--- src/sv/ldfs_pkg.sv ---
package ldfs_pkg;

   localparam int MaxDevices = 8;
   localparam int FrameBits = 16;
   localparam int DevCountWidth = 4;
   localparam int DevIndexWidth = $clog2(MaxDevices) > 0 ? $clog2(MaxDevices) : 1;
   localparam int QueueDepth = 4;
   localparam int QueueAddrWidth = $clog2(QueueDepth);
   localparam int CsrIndexWidth = 3;
   localparam int CsrDataWidth = 8;

   // Request kinds carried in req_type.
   typedef enum logic [2:0] {
      REQ_SEND_ONE = 3'd0,
      REQ_SEND_ALL = 3'd1,
      REQ_REFRESH  = 3'd2,
      REQ_CLEAR    = 3'd3,
      REQ_LATCH    = 3'd4
   } req_kind_type;

   // Configuration register indexes.
   typedef enum logic [CsrIndexWidth-1:0] {
      CSR_DECODE_MODE  = 3'd0,
      CSR_BRIGHTNESS   = 3'd1,
      CSR_SCAN_DIGITS  = 3'd2,
      CSR_POWER_ON     = 3'd3,
      CSR_TEST_MODE    = 3'd4,
      CSR_DEVICE_COUNT = 3'd5
   } csr_index_type;

   // Driver register addresses.
   localparam logic [7:0] ADDR_DIGIT0    = 8'd1;
   localparam logic [7:0] ADDR_DECODE    = 8'd9;
   localparam logic [7:0] ADDR_INTENSITY = 8'd10;
   localparam logic [7:0] ADDR_SCAN      = 8'd11;
   localparam logic [7:0] ADDR_SHUTDOWN  = 8'd12;
   localparam logic [7:0] ADDR_TEST      = 8'd15;

   localparam logic [2:0] REFRESH_LAST_STEP = 3'd4;
   localparam logic [2:0] CLEAR_LAST_STEP   = 3'd7;

   typedef struct packed {
      logic [7:0]               decode_mode;
      logic [3:0]               brightness;
      logic [2:0]               scan_digits;
      logic                     power_on;
      logic                     test_mode;
      logic [DevCountWidth-1:0] device_count;
   } cfg_type;

   // One command for the back end: either a single frame (or bare latch),
   // or a frame broadcast once per chained device followed by a latch.
   typedef struct packed {
      logic                 frame_valid;
      logic [FrameBits-1:0] word;
      logic                 all;
      logic                 latch;
      logic                 last;
   } group_type;

endpackage

--- src/sv/ldfs_front.sv ---
module ldfs_front
   import ldfs_pkg::*;
(
   input  logic            clock,
   input  logic            reset,
   input  logic            req_valid,
   output logic            req_ready,
   input  logic [2:0]      req_type,
   input  logic [3:0]      req_reg_addr,
   input  logic [7:0]      req_value,
   input  logic            req_latch_now,
   input  cfg_type         cfg,
   output logic            push,
   output group_type       push_group,
   input  logic            queue_full
);

   logic         busy_ff, busy_in;
   req_kind_type kind_ff, kind_in;
   logic [3:0]   addr_ff, addr_in;
   logic [7:0]   value_ff, value_in;
   logic         latch_ff, latch_in;
   logic [2:0]   step_ff, step_in;
   logic         accept;
   logic         group_last;
   logic         known;

   always_comb begin
      push_group = '0;
      group_last = 1'b1;
      unique case (kind_ff)
         REQ_SEND_ONE: begin
            push_group.frame_valid = 1'b1;
            push_group.word = {4'd0, addr_ff, value_ff};
            push_group.latch = latch_ff;
         end
         REQ_SEND_ALL: begin
            push_group.frame_valid = 1'b1;
            push_group.word = {4'd0, addr_ff, value_ff};
            push_group.all = 1'b1;
         end
         REQ_REFRESH: begin
            push_group.frame_valid = 1'b1;
            push_group.all = 1'b1;
            group_last = (step_ff == REFRESH_LAST_STEP);
            case (step_ff)
               3'd0:    push_group.word = {ADDR_DECODE, cfg.decode_mode};
               3'd1:    push_group.word = {ADDR_SCAN, 5'd0, cfg.scan_digits};
               3'd2:    push_group.word = {ADDR_INTENSITY, 4'd0, cfg.brightness};
               3'd3:    push_group.word = {ADDR_SHUTDOWN, 7'd0, cfg.power_on};
               default: push_group.word = {ADDR_TEST, 7'd0, cfg.test_mode};
            endcase
         end
         REQ_CLEAR: begin
            push_group.frame_valid = 1'b1;
            push_group.all = 1'b1;
            push_group.word = {ADDR_DIGIT0 + {5'd0, step_ff}, 8'd0};
            group_last = (step_ff == CLEAR_LAST_STEP);
         end
         REQ_LATCH: begin
            push_group.latch = 1'b1;
         end
         default: begin
            push_group = '0;
         end
      endcase
      push_group.last = group_last;
   end

   assign push = busy_ff && !queue_full;
   assign req_ready = !busy_ff || (push && group_last);
   assign accept = req_valid && req_ready;

   always_comb begin
      known = 1'b0;
      unique case (req_type) inside
         REQ_SEND_ONE, REQ_SEND_ALL, REQ_REFRESH, REQ_CLEAR, REQ_LATCH: known = 1'b1;
         default: known = 1'b0;
      endcase
   end

   always_comb begin
      busy_in = busy_ff;
      kind_in = kind_ff;
      addr_in = addr_ff;
      value_in = value_ff;
      latch_in = latch_ff;
      step_in = step_ff;
      if (push) begin
         step_in = step_ff + 3'd1;
         if (group_last) begin
            busy_in = 1'b0;
         end
      end
      if (accept) begin
         busy_in = known;
         kind_in = req_kind_type'(req_type);
         addr_in = req_reg_addr;
         value_in = req_value;
         latch_in = req_latch_now;
         step_in = 3'd0;
      end
   end

   always_ff @(posedge clock) begin
      if (reset) begin
         busy_ff <= 1'b0;
         step_ff <= 3'd0;
      end else begin
         busy_ff <= busy_in;
         step_ff <= step_in;
      end
      kind_ff <= kind_in;
      addr_ff <= addr_in;
      value_ff <= value_in;
      latch_ff <= latch_in;
   end

endmodule

--- src/sv/ldfs_queue.sv ---
module ldfs_queue
   import ldfs_pkg::*;
(
   input  logic      clock,
   input  logic      reset,
   input  logic      push,
   input  group_type push_group,
   output logic      full,
   input  logic      pop,
   output logic      head_valid,
   output group_type head_group
);

   group_type                 mem_ff [QueueDepth];
   logic [QueueAddrWidth-1:0] wr_ptr_ff, wr_ptr_in;
   logic [QueueAddrWidth-1:0] rd_ptr_ff, rd_ptr_in;
   logic [QueueAddrWidth:0]   count_ff, count_in;

   assign full = (count_ff == QueueAddrWidth'(0) + (QueueAddrWidth+1)'(QueueDepth));
   assign head_valid = (count_ff != '0);
   assign head_group = mem_ff[rd_ptr_ff];

   always_comb begin
      wr_ptr_in = push ? wr_ptr_ff + 1'b1 : wr_ptr_ff;
      rd_ptr_in = pop ? rd_ptr_ff + 1'b1 : rd_ptr_ff;
      count_in = count_ff;
      if (push && !pop) begin
         count_in = count_ff + 1'b1;
      end else if (pop && !push) begin
         count_in = count_ff - 1'b1;
      end
   end

   always_ff @(posedge clock) begin
      if (reset) begin
         wr_ptr_ff <= '0;
         rd_ptr_ff <= '0;
         count_ff <= '0;
      end else begin
         wr_ptr_ff <= wr_ptr_in;
         rd_ptr_ff <= rd_ptr_in;
         count_ff <= count_in;
      end
   end

   always_ff @(posedge clock) begin
      if (push) begin
         mem_ff[wr_ptr_ff] <= push_group;
      end
   end

endmodule

--- src/sv/ldfs_back.sv ---
module ldfs_back
   import ldfs_pkg::*;
(
   input  logic                     clock,
   input  logic                     reset,
   input  logic [DevCountWidth-1:0] device_count,
   input  logic                     head_valid,
   input  group_type                head_group,
   output logic                     pop,
   output logic                     rsp_valid,
   input  logic                     rsp_ready,
   output logic                     rsp_frame_valid,
   output logic [FrameBits-1:0]     rsp_frame_word,
   output logic                     rsp_latch_after,
   output logic                     rsp_last
);

   logic [DevIndexWidth-1:0] dev_ff, dev_in;
   logic                     valid_ff, valid_in;
   logic                     fv_ff, fv_in;
   logic [FrameBits-1:0]     word_ff, word_in;
   logic                     latch_ff, latch_in;
   logic                     last_ff, last_in;
   logic [DevCountWidth-1:0] dev_total;
   logic                     no_devices;
   logic                     group_done;
   logic                     load;

   always_comb begin
      if (device_count > DevCountWidth'(MaxDevices)) begin
         dev_total = DevCountWidth'(MaxDevices);
      end else begin
         dev_total = device_count;
      end
      no_devices = (dev_total == '0);
      group_done = !head_group.all || no_devices ||
                   (DevCountWidth'(dev_ff) == dev_total - 1'b1);
      load = head_valid && (!valid_ff || rsp_ready);
      pop = load && group_done;
   end

   always_comb begin
      valid_in = valid_ff;
      fv_in = fv_ff;
      word_in = word_ff;
      latch_in = latch_ff;
      last_in = last_ff;
      dev_in = dev_ff;
      if (rsp_ready) begin
         valid_in = 1'b0;
      end
      if (load) begin
         valid_in = 1'b1;
         last_in = head_group.last && group_done;
         if (head_group.all) begin
            fv_in = !no_devices;
            word_in = no_devices ? '0 : head_group.word;
            latch_in = group_done;
         end else begin
            fv_in = head_group.frame_valid;
            word_in = head_group.word;
            latch_in = head_group.latch;
         end
         dev_in = group_done ? '0 : dev_ff + 1'b1;
      end
   end

   always_ff @(posedge clock) begin
      if (reset) begin
         valid_ff <= 1'b0;
         dev_ff <= '0;
      end else begin
         valid_ff <= valid_in;
         dev_ff <= dev_in;
      end
      fv_ff <= fv_in;
      word_ff <= word_in;
      latch_ff <= latch_in;
      last_ff <= last_in;
   end

   assign rsp_valid = valid_ff;
   assign rsp_frame_valid = fv_ff;
   assign rsp_frame_word = word_ff;
   assign rsp_latch_after = latch_ff;
   assign rsp_last = last_ff;

endmodule

--- src/sv/led_driver_chain_frame_sequencer.sv ---
// Frame sequencer for a daisy chain of 8-digit LED driver chips. Each request
// transfer is expanded into 16-bit frames (driver register address in bits
// 15..8, data in bits 7..0) with a flag telling the shifter to pulse chip
// select afterwards and a flag marking the last frame of the request. A
// broadcast repeats its frame once per chained device (device count saturates
// at eight) and latches after the final copy; with a device count of zero it
// yields one bare latch. Refresh broadcasts decode mode, scan limit,
// intensity, shutdown and display test in that order; clear broadcasts zero
// to the eight digit registers; request codes five to seven are accepted and
// dropped. The front end splits a request into at most eight broadcast groups
// at one group per cycle while the queue is not full, and the back end emits
// one response transfer per cycle while rsp_ready is high, so the rate is one
// frame per clock, limited by the output register; a new request is taken
// while earlier groups are still waiting in the four-entry queue.
// Configuration registers are written through the csr port and must only be
// changed while no request is in flight.
module led_driver_chain_frame_sequencer
   import ldfs_pkg::*;
(
   input  logic                     clock,
   input  logic                     reset,
   input  logic                     req_valid,
   output logic                     req_ready,
   input  logic [2:0]               req_type,
   input  logic [3:0]               req_reg_addr,
   input  logic [7:0]               req_value,
   input  logic                     req_latch_now,
   output logic                     rsp_valid,
   input  logic                     rsp_ready,
   output logic                     rsp_frame_valid,
   output logic [FrameBits-1:0]     rsp_frame_word,
   output logic                     rsp_latch_after,
   output logic                     rsp_last,
   input  logic                     csr_write_en,
   input  logic [CsrIndexWidth-1:0] csr_index,
   input  logic [CsrDataWidth-1:0]  csr_wdata
);

   cfg_type   cfg_ff, cfg_in;
   logic      push;
   group_type push_group;
   logic      queue_full;
   logic      pop;
   logic      head_valid;
   group_type head_group;

   // Configuration registers; writes to unused indexes are ignored.
   always_comb begin
      cfg_in = cfg_ff;
      if (csr_write_en) begin
         unique case (csr_index)
            CSR_DECODE_MODE:  cfg_in.decode_mode = csr_wdata;
            CSR_BRIGHTNESS:   cfg_in.brightness = csr_wdata[3:0];
            CSR_SCAN_DIGITS:  cfg_in.scan_digits = csr_wdata[2:0];
            CSR_POWER_ON:     cfg_in.power_on = csr_wdata[0];
            CSR_TEST_MODE:    cfg_in.test_mode = csr_wdata[0];
            CSR_DEVICE_COUNT: cfg_in.device_count = csr_wdata[DevCountWidth-1:0];
            default:          cfg_in = cfg_ff;
         endcase
      end
   end

   always_ff @(posedge clock) begin
      if (reset) begin
         cfg_ff.decode_mode <= 8'd0;
         cfg_ff.brightness <= 4'd0;
         cfg_ff.scan_digits <= 3'd7;
         cfg_ff.power_on <= 1'b0;
         cfg_ff.test_mode <= 1'b0;
         cfg_ff.device_count <= DevCountWidth'(1);
      end else begin
         cfg_ff <= cfg_in;
      end
   end

   // Front end: accepts a request and breaks it into groups.
   ldfs_front u_front (
      .clock         (clock),
      .reset         (reset),
      .req_valid     (req_valid),
      .req_ready     (req_ready),
      .req_type      (req_type),
      .req_reg_addr  (req_reg_addr),
      .req_value     (req_value),
      .req_latch_now (req_latch_now),
      .cfg           (cfg_ff),
      .push          (push),
      .push_group    (push_group),
      .queue_full    (queue_full)
   );

   // Short queue that lets the two halves stall independently.
   ldfs_queue u_queue (
      .clock      (clock),
      .reset      (reset),
      .push       (push),
      .push_group (push_group),
      .full       (queue_full),
      .pop        (pop),
      .head_valid (head_valid),
      .head_group (head_group)
   );

   // Back end: repeats each broadcast group once per device into the output register.
   ldfs_back u_back (
      .clock           (clock),
      .reset           (reset),
      .device_count    (cfg_ff.device_count),
      .head_valid      (head_valid),
      .head_group      (head_group),
      .pop             (pop),
      .rsp_valid       (rsp_valid),
      .rsp_ready       (rsp_ready),
      .rsp_frame_valid (rsp_frame_valid),
      .rsp_frame_word  (rsp_frame_word),
      .rsp_latch_after (rsp_latch_after),
      .rsp_last        (rsp_last)
   );

endmodule
--- config.mk ---
export PLATFORM = sky130hd
export DESIGN_NAME = led_driver_chain_frame_sequencer
export DESIGN_NICKNAME = d
export VERILOG_FILES = /design/src/sv/ldfs_pkg.sv /design/src/sv/ldfs_front.sv /design/src/sv/ldfs_queue.sv /design/src/sv/ldfs_back.sv /design/src/sv/led_driver_chain_frame_sequencer.sv
export SDC_FILE = /design/constraint.sdc
export NUM_CORES = 1
export LEC_CHECK = 0
export BUFFER_PORTS_ARGS = -buffer_cell sky130_fd_sc_hd__clkbuf_2
export CELL_PAD_IN_SITES_DETAIL_PLACEMENT = 1
export CELL_PAD_IN_SITES_GLOBAL_PLACEMENT = 1
export CORE_MARGIN = 2
export CORE_UTILIZATION = 35
export CTS_BUF_LIST = sky130_fd_sc_hd__clkbuf_2 sky130_fd_sc_hd__clkbuf_4 sky130_fd_sc_hd__clkbuf_8
export DETAILED_ROUTE_END_ITERATION = 16
export PLACE_DENSITY = 0.63
export SYNTH_ARGS = -nofsm -noshare
export SYNTH_HDL_FRONTEND = slang
export SYNTH_SLANG_ARGS = --single-unit
--- constraint.sdc ---
create_clock -name clock -period 3.9 [get_ports clock]
set_clock_uncertainty 0.1 [all_clocks]
set_input_delay 0.975 -clock clock [delete_from_list [all_inputs] [get_ports clock]]
set_output_delay 0.975 -clock clock [all_outputs]
set_load 0.01 [all_outputs]
== After elaboration in Yosys (flattened, before gate mapping) ==
Memory sizes are Yosys's and may differ from the RTL's. A register that Yosys moved wholly into a read port is not among the register bits.
Index checks and enable logic that the tools add are counted.

* Multiplexer cells: 23
* $lt $le $gt $ge: 1
* Add/subtract/negate cells: 8
* Equal/unequal tests: 20
* Reductions and logical operators: 40

{| class="wikitable"
|+ Operators with widths
! kind !! number
|-
| one-hot mux 17 bit (3 select lines) || 1
|-
| one-hot mux 11 bit (4 select lines) || 1
|-
| 2-to-1 mux 16 bit || 2
|-
| == test 3 x 2 -> 1 bit (second input constant) || 8
|-
| == test 3 bit (second input constant) || 7
|-
| AND reduction 2 bit || 7
|-
| == test 3 x 1 -> 1 bit (second input constant) || 4
|-
| zero test 3 bit || 4
|-
| 2-to-1 mux 1 bit || 11
|-
| adder 3 x 1 -> 3 bit (second input constant) || 3
|-
| 2-to-1 mux 3 bit || 3
|-
| logical AND 1 bit || 8
|-
| nonzero test 2 bit || 4
|-
| zero test 1 bit || 7
|-
| OR reduction 5 bit || 1
|-
| adder 1 x 3 -> 4 bit (first input constant) || 1
|-
| adder 2 x 1 -> 2 bit (second input constant) || 2
|-
| == test 3 x 4 -> 1 bit || 1
|-
| greater-than comparator 4 bit (second input constant) || 1
|-
| zero test 4 bit || 1
|-
| logical OR 1 bit || 4
|-
| 2-to-1 mux 2 bit || 2
|-
| 2-to-1 mux 4 bit || 1
|-
| one-hot mux 1 bit (2 select lines) || 2
|-
| 5 further kinds || 6
|}

* Output and inout port bits: 21
* Input bits: 32
* Memory bits (writable): 80
* Register bits: 71
* Memories kept: 1

{| class="wikitable"
|+ Memory list
! name !! words !! width !! rd ports !! clocked after Yosys merged registers in !! write ports !! line !! text
|-
| u_queue.mem_ff || 4 || 20 || 1 || 1 || 1 || ldfs_queue.sv:14 || <nowiki>group_type mem_ff [QueueDepth];</nowiki>
|}

== Longest topological paths before layout ==
Gate-level depths: netlist (run 1).

* Depth after elaboration: 9
* Mapped depth: 12
* Gate-level depth less buffers: 12

== Cells and area by module ==
A second synthesis (run 1) with hierarchy kept.

* Cells, all modules: 427
* Area total of the unflattened synthesis: 6454.9 sq um

{| class="wikitable"
|+ Modules (own cells, without submodules)
! module !! seq. area each (sq um) !! instances !! area an instance (sq um) !! cells an instance
|-
| ldfs_queue || 2582.5 || 1 || 3315.7 || 148
|-
| ldfs_front || 560.5 || 1 || 1172.4 || 110
|-
| ldfs_back || 650.6 || 1 || 1052.3 || 82
|-
| led_driver_chain_frame_sequencer || 420.4 || 1 || 914.6 || 87
|}

== Worst setup path before layout (run 1) ==
OpenSTA, ideal clock, no wires.

* Kind: input-to-reg
* Start point: in rsp_ready
* End point: reg u_queue.count_ff[2]
* Setup time: 0.070 ns
* Required time: 3.730 ns
* Data arrival time: 2.811 ns
* Stages: 10
* Slack: 0.919 ns
* Cell sequence: inv_1 > a21o_1 > inv_1 > nand2b_1 > ha_1 > inv_1 > fa_1 > xor2_1 > or3_1 > a21oi_1

* Cells in the longest elaborated chain, start to end: 6
* Elaborated cells on any way between the ends: 8
* Classes of those cells: 1 x mux; 7 x reduce/logical

{| class="wikitable"
|+ RTL lines
! element !! line !! text
|-
| from (decl) || led_driver_chain_frame_sequencer.sv:29 || <nowiki>input logic rsp_ready,</nowiki>
|-
| logical OR 1 bit * || ldfs_back.sv:38 || <nowiki>load = head_valid && (!valid_ff || rsp_ready);</nowiki>
|-
| logical AND 1 bit * || ldfs_back.sv:38 ||
|-
| named net u_back.load || ldfs_back.sv:27 || <nowiki>logic load;</nowiki>
|-
| logical AND 1 bit * || ldfs_back.sv:39 || <nowiki>pop = load && group_done;</nowiki>
|-
| zero test 1 bit || ldfs_queue.sv:27 || <nowiki>if (push && !pop) begin</nowiki>
|-
| logical AND 1 bit || ldfs_queue.sv:27 ||
|-
| 2-to-1 mux 3 bit / nonzero test 2 bit (equally long branches) || - ||
|-
| to (signal assigned) || ldfs_queue.sv:42 || <nowiki>count_ff <= count_in;</nowiki>
|-
| to (decl) || ldfs_queue.sv:17 || <nowiki>logic [QueueAddrWidth:0] count_ff, count_in;</nowiki>
|}

Mark *: on every way through the listed nets, which the timed path passes. The rest lies on a longest branch.
A chain may end at the register's enable or synchronous reset.

== Final worst setup path (run 1) ==
* Start point: reg u_front.kind_ff[0]
* End point: out req_ready

* Cells in the longest elaborated chain, start to end: 4
* Elaborated cells on any way between the ends: 5
* Classes of those cells: 2 x eq/ne; 1 x mux; 2 x reduce/logical

{| class="wikitable"
|+ RTL lines
! element !! line !! text
|-
| from (decl) || ldfs_front.sv:19 || <nowiki>req_kind_type kind_ff, kind_in;</nowiki>
|-
| from (signal assigned) || ldfs_front.sv:113 || <nowiki>kind_ff <= kind_in;</nowiki>
|-
| == test 3 x 2 -> 1 bit || ldfs_front.sv:31 || <nowiki>unique case (kind_ff)</nowiki>
|-
| one-hot mux 1 bit (2 select lines) * || ldfs_front.sv:31 ||
|-
| logical AND 1 bit * || ldfs_front.sv:71 || <nowiki>assign req_ready = !busy_ff || (push && group_last);</nowiki>
|-
| logical OR 1 bit * || ldfs_front.sv:71 ||
|-
| to (decl) || led_driver_chain_frame_sequencer.sv:23 || <nowiki>output logic req_ready,</nowiki>
|}

Mark *: on every way between the ends. The rest lies on a longest branch, timed or not.

==> impl_metrics.env, run 1 <==
export IMPL_status="finished clean"
export IMPL_path_max_fanout=11
export IMPL_clockBufferDepth=2
export IMPL_required_ns=2.82
export IMPL_numCtsBuffers=17
export IMPL_drive_gt1_share_pct=20.9
export IMPL_reg2regPathDepth=12
export IMPL_drc=0
export IMPL_grt_first_pass_wirelength_um=19000
export IMPL_critPathLaunchType="register"
export IMPL_rsz0062_at_grt="false"
export IMPL_dpl_cell_area_um2=5970
export IMPL_path_class="register to output pin"
export IMPL_diodes=0
export IMPL_clock_sinks=133
export IMPL_dr_pass1_iters=4
export IMPL_min_path_type="register to register"
export IMPL_cap_viol_max_count=0
export IMPL_fin_crit_sh_pct=85.0
export IMPL_maxSlewHeadroom_pct=39.7
export IMPL_viasPerCell=4.85
export IMPL_yosys_warnings=0
export IMPL_cts_tree="done"
export IMPL_wl_um=11900
export IMPL_power_frac_seq_pct=49.0
export IMPL_dp_hpwl_um=8570
export IMPL_start_util_pct=36.1
export IMPL_power_density_nw_per_um2=574
export IMPL_first_iter_violations=209
export IMPL_r2r_end="u_queue.count_ff[2]"
export IMPL_grt_use_met3_pct=4.05
export IMPL_clockPowerShare_pct=31.9
export IMPL_grt_use_met1_pct=19.5
export IMPL_cp_end_kind="output pin"
export IMPL_top_usage_layer="met2"
export IMPL_switching_power_uw=996
export IMPL_fmax_ghz=0.302
export IMPL_nets=499
export IMPL_p_leak_nw=2.32
export IMPL_hold_buffers=0
export IMPL_yosysSeqAreaShare_pct=65.4
export IMPL_drv_slew=0
export IMPL_holdPathEnd="cfg_ff[13]"
export IMPL_syn_avg_cell_area_um2=13.8
export IMPL_grt_pass1_vias=3510
export IMPL_grt_antenna_before_repair=0
export IMPL_vias=3279
export IMPL_holdWs_ns=0.366
export IMPL_die_y_um=130
export IMPL_ys_ff_latch=133
export IMPL_cts_setup_buffers=0
export IMPL_power_internal_mw=2.66
export IMPL_cts_max_level=4
export IMPL_tightest_slew_ns=0.892
export IMPL_dieArea_um2=16800
export IMPL_period_needed_ns=3.32
export IMPL_tns_ns=0
export IMPL_hold_depth=2
export IMPL_netlist_instances=400
export IMPL_fp_row_count=45
export IMPL_hold_viol_final=0
export IMPL_worstHoldStart="cfg_ff[13]"
export IMPL_final_common_cell="edfxtp_1"
export IMPL_antenna_left=0
export IMPL_grt_max_degree=38
export IMPL_cts_root_buf="clkbuf_8"
export IMPL_final_area_um2=6370
export IMPL_clk_pin_slew_ns=0.07
export IMPL_cts_resized=0
export IMPL_timing_rr_start="cfg_ff[3]"
export IMPL_grt_usage_pct=15.5
export IMPL_numPortBuffers=48
export IMPL_area_growth_pct=15.2
export IMPL_finalSetupViolations=0
export IMPL_yosysUniqueCellTypes=47
export IMPL_coreArea_um2=15300
export IMPL_place_gp_congestion=0.791
export IMPL_reg2reg_slack_ns=0.92
export IMPL_grt_ovfl_total=0
export IMPL_dieWidth_um=130
export IMPL_use_met2_pct=25.6
export IMPL_final_cell_mix="edfxtp_1, clkbuf_2, nor2_1, dfxtp_1, nand2_1"
export IMPL_netlist_area_um2=5530
export IMPL_synth_edf_count=95
export IMPL_ir_drop_mv=0.236
export IMPL_swShare_pct=27.3
export IMPL_post_drt_wl_per_cell_um=17.6
export IMPL_synthFlopType="edfxtp_1"
export IMPL_ios=53
export IMPL_insertion_delay_ns=0.44
export IMPL_synthArstFlopShare_pct=0
export IMPL_critPathArrivalTime_ns=2.24
export IMPL_combPwrFrac_pct=19.1
stage by stage:
stage | cells | worst slack [ns] | power (mW) | util, %
finish | 676 | 0.584 | 3.65 | 41.6
CTS | 676 | 0.524 | 3.72 | 41.6
global placement | 645 | 0.954 | 2.51 | 39.0
detailed placement | 645 | 0.873 | 2.54 | 39.0
floorplan | 403 | 0.919 | 2.29 | -
global route | 676 | 0.365 | 3.85 | 41.6
power by group through the flow:
stage	sequential, mW	combinational, mW	clock, mW
2_1_floorplan	1.85	0.434	0
3_3_place_gp	1.81	0.694	0
3_5_place_dp	1.82	0.716	0
4_1_cts	1.79	0.719	1.21
5_1_grt	1.81	0.787	1.26
6_report	1.79	0.698	1.17
final cells by class:
type / count / area (µm²)
Inverter: 15 / 56.3
Tap cell: 211 / 264
Multi-Input combinational cell: 234 / 1760
Timing Repair Buffer: 52 / 270
Fill cell: 1625 / 8950
Sequential cell: 133 / 3610
Clock inverter: 13 / 158
Clock buffer: 18 / 241
state kept, by name, indices dropped and copies added (netlist names), 2 cells and up, named ones only:
name,cells
cfg_ff,21
u_queue.rd_ptr_ff,2
u_front.kind_ff,3
u_back.rsp_frame_word,12
u_back.dev_ff,3
u_queue.count_ff,3
u_front.addr_ff,4
u_front.step_ff,3
u_queue.wr_ptr_ff,2
u_front.value_ff,8
u_queue.mem_ff,64
worst max-delay path by stage:
stage | from | endpoint | slack (ns) | cells past startpoint
finish | u_front.kind_ff[0] | req_ready | 0.58 | 5
global route | u_front.kind_ff[0] | req_ready | 0.36 | 5
CTS | u_front.kind_ff[0] | req_ready | 0.52 | 5
detailed placement | rsp_ready | u_queue.count_ff[2] | 0.87 | 11
global placement | rsp_ready | u_queue.count_ff[2] | 0.95 | 11
floorplan | rsp_ready | u_queue.count_ff[2] | 0.92 | 10
synthesized netlist by cell type (2+ instances only):
library cell	instances	area (µm²)
edfxtp_1	95	2850
dfxtp_1	38	761
nor2_1	38	143
nand2_1	30	113
a21oi_1	24	120
nor2b_1	21	131
inv_1	15	56.3
ha_1	13	163
mux2i_1	12	120
mux4_2	12	270
clkbuf_1	11	41.3
o21ai_0	7	35.0
and2_1	5	31.3
nand2b_1	5	31.3
nand3_1	5	25.0
nor3_1	5	25.0
a211o_1	4	35.0
a22oi_1	4	30.0
buf_4	4	30.0
mux4_1	4	105
or3_1	4	25.0
xnor2_1	4	35.0
xor2_1	4	35.0
a222oi_1	3	30.0
a22o_1	3	26.3
and3_1	3	18.8
buf_1	3	11.3
a21o_1	2	15.0
a311oi_1	2	17.5
buf_2	2	10.0
nor3b_1	2	15.0
worst max-delay path, cell delays in order, from the launching register on:
cell and delay, ns:
edfxtp_1 0.53, and3_1 0.24, ha_1 0.28, a311oi_1 0.36
o21ai_0 0.21, clkbuf_2 0.18
cell families (layout without fill, tap and decap cells):
kind of cell,count (synthesis),count (layout),synth area share (%)
AO/OA/AOI/OAI,59,59,7.52
buffers and inverters,36,98,2.90
flip-flops,133,133,65.4
other,1,4,0.0679
AND/OR/NAND/NOR,121,121,10.6
adder cells (fa/ha/maj),14,14,3.31
XOR/XNOR,8,8,1.27
multiplexers,28,28,8.97
layer usage:
| metal | wire length [µm] | up-vias |
|---|---|---|
| li1 | - | 1567 |
| met1 | 5390 | 1641 |
| met2 | 5890 | 55 |
| met3 | 408 | 16 |
| met4 | 204 | 0 |
| met5 | 0 | - |
Note: power is estimated with default switching activity, not from simulation.
==> inputs of run 2 (changes only) <==
ABC_AREA = 1   (was default)
PLACE_DENSITY = 0.65   (was 0.63)
SYNTH_HIERARCHICAL = 1   (was default)
==> run 2 against run 1 <==
Against the previous run: sequential share of layout area decreased by 0.48 points; first-iteration DRC count is 17% lower; cell area increased by 18%; count of clock-buffer cells in the layout decreased by 1.
==> impl_metrics.env, run 2 <==
export IMPL_status="finished clean"
export IMPL_power_internal_mw=3.02
export IMPL_required_ns=2.82
export IMPL_critPathArrivalTime_ns=2.08
export IMPL_clk_pin_slew_ns=0.08
export IMPL_yosysUniqueCellTypes=36
export IMPL_drc=0
export IMPL_netlist_instances=627
export IMPL_yosys_top_cells_area="edfxtp_1, dfxtp_1, nand2_1"
export IMPL_wl_um=15100
export IMPL_synth_largest_area_cell="edfxtp_1"
export IMPL_num_fill_cells=2121
export IMPL_clockBufferDepth=2
export IMPL_coreArea_um2=18600
export IMPL_crit_path_top_delay_cell="edfxtp_1"
export IMPL_layout_area_seq_um2=4210
export IMPL_ys_ff_latch=153
export IMPL_crit_buf_inv=5
export IMPL_ys_top_cells_by_count="edfxtp_1, nand2_1, nor2_1"
export IMPL_synth_mux_area_share_pct=0.151
export IMPL_r2r_end="u_queue/count_ff[2]"
export IMPL_yosys_warnings=6
export IMPL_final_cell_mix="edfxtp_1, nand2_1, nor2_1, inv_1, clkbuf_2"
export IMPL_critPathLaunchType="register"
export IMPL_largest_reg_flops=80
export IMPL_numPortBuffers=52
export IMPL_reg2reg_slack_ns=1.15
export IMPL_clockPowerShare_pct=28.6
export IMPL_grt_ovfl_total=0
export IMPL_grt_max_degree=39
export IMPL_first_iter_violations=173
export IMPL_start_util_pct=35.4
export IMPL_power_density_nw_per_um2=596
export IMPL_holdWs_ns=0.357
export IMPL_path_class="register to output pin"
export IMPL_die_y_um=141
export IMPL_p_leak_nw=3.06
export IMPL_grt_usage_pct=16.2
export IMPL_area_growth_pct=13.3
export IMPL_fin_crit_sh_pct=81.0
export IMPL_combPwrFrac_pct=24.2
export IMPL_synth_edf_count=115
export IMPL_cp_end_kind="output pin"
export IMPL_post_drt_wl_per_cell_um=16.2
export IMPL_synth_top_family_by_area="simple AND/OR/NAND/NOR gates"
export IMPL_synth_compound_area_share_pct=8.03
export IMPL_nets=729
export IMPL_hold_viol_final=0
export IMPL_drv_slew=0
export IMPL_dp_hpwl_um=10500
export IMPL_rsz0062_at_grt="false"
export IMPL_dr_pass1_iters=4
export IMPL_synthAdderAreaFrac_pct=2.76
export IMPL_maxSlewHeadroom_pct=30.4
export IMPL_cts_root_buf="clkbuf_8"
export IMPL_cpLargestDelayFamily="simple AND/OR/NAND/NOR gates"
export IMPL_final_common_cell="edfxtp_1"
export IMPL_cts_tree="done"
export IMPL_reg2regPathDepth=17
export IMPL_hold_depth=1
export IMPL_antenna_left=0
export IMPL_drive_gt1_share_pct=18.7
export IMPL_instances_no_fill=930
export IMPL_total_power_mw=4.46
export IMPL_vias=4487
export IMPL_syn_avg_cell_area_um2=10.5
export IMPL_cts_resized=0
export IMPL_numCtsBuffers=17
export IMPL_diodes=0
export IMPL_path_cells="inv_2, nand2_2, inv_2, nand2_1, inv_2, ha_1, nand2_1, inv_1, nand3_2, nand2_2, nand2_2, nand2_4, clkbuf_2"
export IMPL_fmax_ghz=0.317
export IMPL_cts_setup_buffers=0
export IMPL_fin_util_pct=40.2
export IMPL_min_path_type="register to register"
export IMPL_multi_input_area_um2=1950
export IMPL_fp_row_count=50
export IMPL_yosysMostFrequentCell="edfxtp_1"
export IMPL_tightest_slew_ns=1.04
export IMPL_placedCellCount=898
export IMPL_final_area_um2=7490
export IMPL_worstHoldStart="u_queue/rd_ptr_ff[1]"
export IMPL_cap_viol_max_count=0
export IMPL_synthSimpleGateAreaFrac_pct=17.7
export IMPL_clock_sinks=153
export IMPL_slowest_delay_ns=0.45
export IMPL_cts_max_level=4
export IMPL_ir_drop_mv=0.245
export IMPL_swShare_pct=32.2
export IMPL_grt_antenna_before_repair=0
export IMPL_netlist_area_um2=6610
export IMPL_synth_xor_area_share_pct=0.663
export IMPL_place_gp_congestion=0.781
export IMPL_insertion_delay_ns=0.46
export IMPL_yosysTopAreaCellShare_pct=52.3
export IMPL_tns_ns=0
export IMPL_dieArea_um2=20000
export IMPL_path_max_fanout=5
export IMPL_pre_cts_ws_ns=1.09
export IMPL_ios=53
export IMPL_power_frac_seq_pct=47.2
export IMPL_period_needed_ns=3.16
export IMPL_synthArstFlopShare_pct=0
export IMPL_dpl_cell_area_um2=7060
export IMPL_yosysSeqAreaShare_pct=63.8
export IMPL_grt_first_pass_wirelength_um=24700
export IMPL_switching_power_mw=1.44
export IMPL_finalSetupViolations=0
export IMPL_dieWidth_um=141
export IMPL_viasPerCell=4.82
export IMPL_grt_pass1_vias=4699
export IMPL_top_register="u_queue/mem_ff"
export IMPL_synthFlopType="edfxtp_1"
export IMPL_hold_buffers=0
export IMPL_layout_setup_ws_ns=0.741
-- run 2: worst max path at each step --
| stage | cells after the start | end | startpoint | slack [ns] |
|---|---|---|---|---|
| global route | 13 | req_ready | u_front/kind_ff[2] | 0.53 |
| global placement | 17 | u_queue/count_ff[2] | rsp_ready | 1.20 |
| floorplan | 12 | u_queue/count_ff[1] | rsp_ready | 0.96 |
| detailed placement | 17 | u_queue/count_ff[2] | rsp_ready | 1.09 |
| finish | 13 | req_ready | u_front/kind_ff[2] | 0.74 |
| CTS | 13 | req_ready | u_front/kind_ff[2] | 0.68 |
-- run 2: cell type report --
class                           count  share of cell area [%]
Clock buffer                       17                    3.12
Clock inverter                     15                    2.54
Inverter                           81                    4.06
Multi-Input combinational cell    373                    26.1
Sequential cell                   153                    56.3
Tap cell                          234                    3.91
Timing Repair Buffer               57                    3.98
-- run 2: cell families after synthesis --
family | Yosys count
AO/OA/AOI/OAI | 92
XOR/XNOR | 5
adder cells (fa/ha/maj) | 14
buffers and inverters | 104
flip-flops | 153
multiplexers | 1
other | 1
AND/OR/NAND/NOR | 257
-- run 2: power by group through the flow --
| stage | Sequential, mW | Clock [mW] | Combinational [mW] |
|---|---|---|---|
| after global routing | 2.13 | 1.38 | 1.23 |
| after floorplan | 2.19 | 0 | 0.685 |
| after detailed placement | 2.15 | 0 | 1.10 |
| after global placement | 2.14 | 0 | 1.06 |
| final | 2.11 | 1.28 | 1.08 |
| after CTS | 2.11 | 1.32 | 1.11 |
-- run 2: layer usage --
metal	up-vias	global-route usage, %	share of wire, %
met5	-	0	0
met4	0	6.84	2.0
met3	22	3.54	2.6
met2	72	27.8	51
met1	2187	19.8	44
li1	2206	-	-
